File: config.mk
export PLATFORM = sky130hd
export DESIGN_NAME = ecs_ctrl
export DESIGN_NICKNAME = d
export VERILOG_FILES = /design/src/hdl/ecs_pkg.sv /design/src/hdl/ecs_ctrl.sv
export SDC_FILE = /design/constraint.sdc
export NUM_CORES = 1
export LEC_CHECK = 0
export ABC_AREA = 1
export BUFFER_PORTS_ARGS = -buffer_cell sky130_fd_sc_hd__buf_2
export CORE_ASPECT_RATIO = 1.2
export CORE_MARGIN = 4
export CORE_UTILIZATION = 58
export CTS_BUF_LIST = sky130_fd_sc_hd__clkbuf_8
export DETAILED_ROUTE_END_ITERATION = 8
export GPL_TIMING_DRIVEN = 0
export MAX_ROUTING_LAYER = met4
export PLACE_DENSITY = 0.81
export SLEW_MARGIN = 40
export SYNTH_ARGS = -nofsm -noshare
export SYNTH_HDL_FRONTEND = slang
export SYNTH_SLANG_ARGS = --single-unit
export TNS_END_PERCENT = 20
File: constraint.sdc
create_clock -name clk_i -period 14.13 [get_ports clk_i]
set_input_delay 2.1195 -clock clk_i [delete_from_list [all_inputs] [get_ports clk_i]]
set_output_delay 2.1195 -clock clk_i [all_outputs]
set_load 0.02 [all_outputs]
File: src/hdl/ecs_pkg.sv
// Shared types and constants for the exclusive cost stack.
// Depends on nothing; imported by ecs_store, ecs_ctrl and the top level.
`timescale 1ns / 1ps

package ecs_pkg;

  localparam int unsigned STACK_DEPTH_DEF = 64;
  localparam int unsigned VALUE_W         = 64;
  localparam int unsigned DEPTH_W         = 7;

  typedef enum logic [1:0] {
    ACT_PUSH     = 2'd0,
    ACT_POP      = 2'd1,
    ACT_ACCT_POP = 2'd2,
    ACT_CMP      = 2'd3
  } action_e;

  typedef enum logic [1:0] {
    ST_OK        = 2'd0,
    ST_OVERFLOW  = 2'd1,
    ST_UNDERFLOW = 2'd2
  } status_e;

  typedef enum logic [1:0] {
    S_IDLE,
    S_READ,
    S_ACCUM
  } state_e;

  typedef struct packed {
    logic [1:0]         action;
    logic [VALUE_W-1:0] value;
  } item_t;

  typedef struct packed {
    logic [VALUE_W-1:0] result_value;
    logic               top_differs;
    logic [1:0]         status;
    logic [DEPTH_W-1:0] depth;
  } result_t;

  typedef struct packed {
    logic start_we;
    logic cost_we;
  } mem_ctl_t;

endpackage

File: src/hdl/ecs_ctrl.sv
// Sequencer and datapath: reads the top entry, updates count and parent
// accumulator, builds the result. Depends on ecs_pkg.
`timescale 1ns / 1ps

module ecs_ctrl
  import ecs_pkg::*;
#(
  parameter int unsigned DEPTH = STACK_DEPTH_DEF,
  parameter int unsigned AW    = $clog2(DEPTH),
  parameter int unsigned CW    = $clog2(DEPTH + 1)
) (
  input  logic               clk_i,
  input  logic               rst_ni,
  input  logic               start_i,
  input  item_t              item_i,
  output logic               busy_o,
  output logic               valid_o,
  output result_t            result_o,
  output mem_ctl_t           mem_ctl_o,
  output logic [AW-1:0]      wr_addr_o,
  output logic [VALUE_W-1:0] start_wdata_o,
  output logic [VALUE_W-1:0] cost_wdata_o,
  output logic [AW-1:0]      rd_addr_o,
  input  logic [VALUE_W-1:0] start_rdata_i,
  input  logic [VALUE_W-1:0] cost_rdata_i
);

  state_e             state_q, state_d;
  action_e            act_q, act_d;
  logic [VALUE_W-1:0] val_q, val_d;
  logic [CW-1:0]      cnt_q, cnt_d;
  logic [VALUE_W-1:0] diff_q, diff_d;
  logic [VALUE_W-1:0] top_cost_q, top_cost_d;
  logic               differs_q, differs_d;
  logic               valid_q, valid_d;
  result_t            res_q, res_d;
  logic               empty, full;

  assign empty  = (cnt_q == '0);
  assign full   = (cnt_q == CW'(DEPTH));
  assign busy_o = (state_q != S_IDLE);

  // next state
  always_comb begin
    state_d = state_q;
    unique case (state_q)
      S_IDLE: begin
        if (start_i) begin
          state_d = S_READ;
        end
      end
      S_READ: begin
        if (act_q == ACT_ACCT_POP && !empty) begin
          state_d = S_ACCUM;
        end else begin
          state_d = S_IDLE;
        end
      end
      S_ACCUM: state_d = S_IDLE;
      default: state_d = S_IDLE;
    endcase
  end

  // datapath and memory control
  always_comb begin
    act_d         = act_q;
    val_d         = val_q;
    cnt_d         = cnt_q;
    diff_d        = diff_q;
    top_cost_d    = top_cost_q;
    differs_d     = differs_q;
    valid_d       = 1'b0;
    res_d         = res_q;
    mem_ctl_o     = '0;
    wr_addr_o     = AW'(cnt_q);
    start_wdata_o = val_q;
    cost_wdata_o  = '0;
    // top entry while idle, parent entry during the read cycle
    rd_addr_o     = (state_q == S_READ) ? AW'(cnt_q - CW'(2)) : AW'(cnt_q - CW'(1));

    unique case (state_q)
      S_IDLE: begin
        if (start_i) begin
          act_d = action_e'(item_i.action);
          val_d = item_i.value;
        end
      end
      S_READ: begin
        differs_d          = empty || (val_q != start_rdata_i);
        res_d.result_value = '0;
        res_d.status       = ST_OK;
        unique case (act_q)
          ACT_PUSH: begin
            valid_d = 1'b1;
            if (full) begin
              res_d.status = ST_OVERFLOW;
            end else begin
              mem_ctl_o.start_we = 1'b1;
              mem_ctl_o.cost_we  = 1'b1;
              cnt_d              = cnt_q + CW'(1);
            end
          end
          ACT_POP: begin
            valid_d = 1'b1;
            if (empty) begin
              res_d.status = ST_UNDERFLOW;
            end else begin
              cnt_d              = cnt_q - CW'(1);
              res_d.result_value = start_rdata_i;
            end
          end
          ACT_ACCT_POP: begin
            if (empty) begin
              valid_d      = 1'b1;
              res_d.status = ST_UNDERFLOW;
            end else begin
              diff_d     = val_q - start_rdata_i;
              top_cost_d = cost_rdata_i;
            end
          end
          ACT_CMP: valid_d = 1'b1;
          default: valid_d = 1'b1;
        endcase
        res_d.top_differs = differs_d;
        res_d.depth       = DEPTH_W'(cnt_d);
      end
      S_ACCUM: begin
        // cost_rdata_i now holds the parent accumulator
        valid_d            = 1'b1;
        cnt_d              = cnt_q - CW'(1);
        res_d.result_value = diff_q - top_cost_q;
        res_d.status       = ST_OK;
        res_d.top_differs  = differs_q;
        res_d.depth        = DEPTH_W'(cnt_d);
        if (cnt_q > CW'(1)) begin
          mem_ctl_o.cost_we = 1'b1;
          wr_addr_o         = AW'(cnt_q - CW'(2));
          cost_wdata_o      = cost_rdata_i + diff_q;
        end
      end
      default: ;
    endcase
  end

  always_ff @(posedge clk_i or negedge rst_ni) begin
    if (!rst_ni) begin
      state_q <= S_IDLE;
      cnt_q   <= '0;
      valid_q <= 1'b0;
    end else begin
      state_q <= state_d;
      cnt_q   <= cnt_d;
      valid_q <= valid_d;
    end
  end

  always_ff @(posedge clk_i) begin
    act_q      <= act_d;
    val_q      <= val_d;
    diff_q     <= diff_d;
    top_cost_q <= top_cost_d;
    differs_q  <= differs_d;
    res_q      <= res_d;
  end

  assign valid_o  = valid_q;
  assign result_o = res_q;

endmodule

==> impl_results.md <==
* Core Region at 0.0461 sq mm
* Vias post-DR at 29999
* Total track usage at 43.6%
* Total congestion overflow at 0
* Peak Freq at approximately 140 MHz
* CP Capture Type: output port
* RePlAce Congestion at 1.09
* Syn-to-layout area delta at 14.3%
* Static Leak at 17.0 nW
* CTS sink count at 279
* Pwr Density at 157 mW/mm^2
* DIE AREA at 0.0502 sq mm
* Vias in the first global route at 28557
* Fillers at around 4300
* HP Class: reg2reg
* Setup tns final at 0 ns
* Reg2Reg Depth at 12
* Die height at 245 microns
* Net count, final at 5156
* Warning count from the yosys run at 0
* Critical-path cell list: buf_2 -> ha_1 -> nand2_1 -> nor2_1 -> nand2_1 -> o21bai_1 -> inv_1 -> nand3_1 -> nor2_1 -> nor2_1 -> buf_2
* Slowest CP cell: o21bai_1
* Pre-antenna DRT Iters at 6
* Slowest Stage Delay on Critical Path at 0.60 ns
* Distinct cells, synth at 45
* Unrepaired setup endpoints after global routing: false
* Post-synth EDFFs at 269
* Number of hold buffers added after cts at 0
* PostCTS Resize Cnt at 0
* Slack of the worst reg-to-reg path at 10.34 ns
* Fin crit period at 7.04 ns
* CTS root buf: clkbuf_8
* R2R Path End: top_cost_q[59]$_DFFE_PP_
* Setup Skew at 0.0589 ns
* CTS tree: yes
* Layout cells sized above 1 at 12.9%
* Ys async rst share at 3.58%
* Syn Nets at 4678
* Kind of start point of the critical path: input pin
* Final Slew Violations at 0
* DR WL/cell at between 20 and 25 microns
* Crit Path Class: in2out
* Most frequent CP cell: nor2_1
* Io pins at 415
* Global-route wire length before repair at 160 mm
* Clock transition at the registers of the reported paths at 0.06 ns
* Required @ worst endpoint at between 10 and 15 ns
* Critical path launch point: cost_rdata_i[33]
* Crit path arrival time at 4.92 ns
* Initial antenna violation count at 6
* Post-CTS setup buffer count at 0
* ANT nets after route at 0
* Starting Density at 58.7%
* Starting DRT DRC Count at 3186
* Crit path to: cost_wdata_o[35]
* Sequential fraction of the synthesis area at about 30%
* Headroom to the max-slew limit at between 40 and 50%
* Max-cap violations at 0
* H-Tree Depth at 2
* Port Buffers at 414
* Origin of the critical flop-to-flop path: state_q[1]$_DFFE_PN0P_
* Final Util at 67.1%
* Row count at 86
* Critical path fanouts, max at 6
* Die X at 205 microns
* DRC at 0
* TritonCTS Buffers at 43
* Clock Latency Late Sink at 0.65 ns
* Syn Area/Cell at 6.33 sq um
* Post-synthesis cell count at 4275
* Slew @ Worst Pin at 0.898 ns
* Mapped cell area at 0.0270 sq mm
* Drt via density at 5.55
* DP HPWL at 92.6 mm
* Status: completed
* Fin. Hold Viols at 0
* Final setup vio count at 0
* Largest net degree at the start of global routing at 42
* Prevailing post-synth register cell: edfxtp_1
* Final WL at 110 mm
* VDD IR max at 0.000267 V
* Crit share post-route at 49.8%
* Max clock buf depth at 3
* Yosys reg bits at about 280
cells by family (layout without fill, tap and decap cells):
group	count (synthesis)	in the layout	synth area share, %
AND/OR/NAND/NOR	2306	2306	34.7
buffers and inverters	950	1462	13.4
AO/OA/AOI/OAI	458	458	9.05
flip-flops	279	279	30.8
adder cells (fa/ha/maj)	206	206	9.61
XOR/XNOR	75	75	2.43
multiplexers	1	1	0.0370
other	0	4	0
layout by cell type (no fill, tap or decap), types with 12 or more instances in the layout:
cell type  Yosys  layout
nand2_1     1491    1491
inv_1        912     923
nor2_1       448     448
buf_2         11     434
edfxtp_1     269     269
a21oi_1      233     233
ha_1         203     202
nand3_1      198     198
o21ai_0      156     156
clkbuf_8       0      43
xor2_1        42      42
nor3_1        35      34
xnor2_1       33      33
nor2_2        32      32
nand2_2       32      32
o21bai_1      29      29
nand4_1       18      18
nand3b_1      15      15
nand3_2       12      12
nor4_1        12      12
buf_4          3      12
critical path: cells and delay by family:
kind            cells  cell delay [ns]
simple gates        6             1.39
compound gates      1             0.60
buf+inv             3             0.41
fa+ha+maj           1             0.41
routing by layer:
| metal | global-route usage, % | vias up | part of all wire, % |
|---|---|---|---|
| li1 | - | 14273 | - |
| met1 | 49.2 | 13412 | 35 |
| met2 | 72.3 | 1865 | 47 |
| met3 | 5.97 | 449 | 9.5 |
| met4 | 28.5 | 0 | 8.3 |
| met5 | - | - | 0 |
stage by stage:
step                hold WS [ns]  instance area [sq um]  instances  setup slack [ns]  power, mW
global route               0.676                  30900       5407              7.10       5.11
CTS                        0.649                  30900       5403              7.36       4.76
floorplan                  0.494                  27000       4275              3.54       3.14
detailed placement         0.583                  30100       5324              7.36       4.07
finish                     0.667                  30900       5407              7.09       4.85
global placement           0.585                  29900       5305            0.0325       4.03
flip-flops by register name, indices dropped and copies added, names as in the netlist:
register       count
act_q              2
state_q            2
start_wdata_o     64
valid_o            1
cnt_q              7
top_cost_q        64
result_o          74
differs_q          1
diff_q            64
cell usage after synthesis (all sizes together) (20+ instances only):
cell,count,area share (%)
a21oi,234,4.3
buf,20,0.45
edfxtp,269,30
ha,203,9.4
inv,921,13
nand2,1523,21
nand3,210,4.1
nor2,485,7.2
nor3,38,0.76
o21ai,164,3.0
o21bai,30,0.85
xnor2,33,1.1
xor2,42,1.4
where the power goes:
group	switching, mW	internal [mW]
Clock	0.349	0.329
Sequential	0.158	1.25
Combinational	1.96	0.803
Total	2.47	2.38
worst min-delay path by stage:
stage	from	endpoint	slack, ns	cells past startpoint
after global routing	cnt_q[5]$_DFFE_PN0P_	cnt_q[5]$_DFFE_PN0P_	0.68	2
after detailed placement	cnt_q[1]$_DFFE_PN0P_	cnt_q[1]$_DFFE_PN0P_	0.58	2
after CTS	cnt_q[5]$_DFFE_PN0P_	cnt_q[5]$_DFFE_PN0P_	0.65	2
after global placement	cnt_q[5]$_DFFE_PN0P_	cnt_q[5]$_DFFE_PN0P_	0.59	2
after floorplan	differs_q$_DFFE_PP_	result_o[9]$_DFFE_PP_	0.49	2
final	cnt_q[5]$_DFFE_PN0P_	cnt_q[5]$_DFFE_PN0P_	0.67	2
final cells by class:
cell class | count | area [sq um] | area share [%]
Tap cell | 616 | 771 | 2.49
Antenna cell | 4 | 10.0 | 0.0324
Buffer | 27 | 151 | 0.490
Clock inverter | 36 | 240 | 0.777
Timing Repair Buffer | 433 | 2220 | 7.18
Clock buffer | 43 | 592 | 1.92
Inverter | 923 | 3470 | 11.2
Sequential cell | 279 | 8330 | 27.0
Multi-Input combinational cell | 3046 | 15100 | 48.9
No activity file was read; power rests on OpenSTA's default activity.
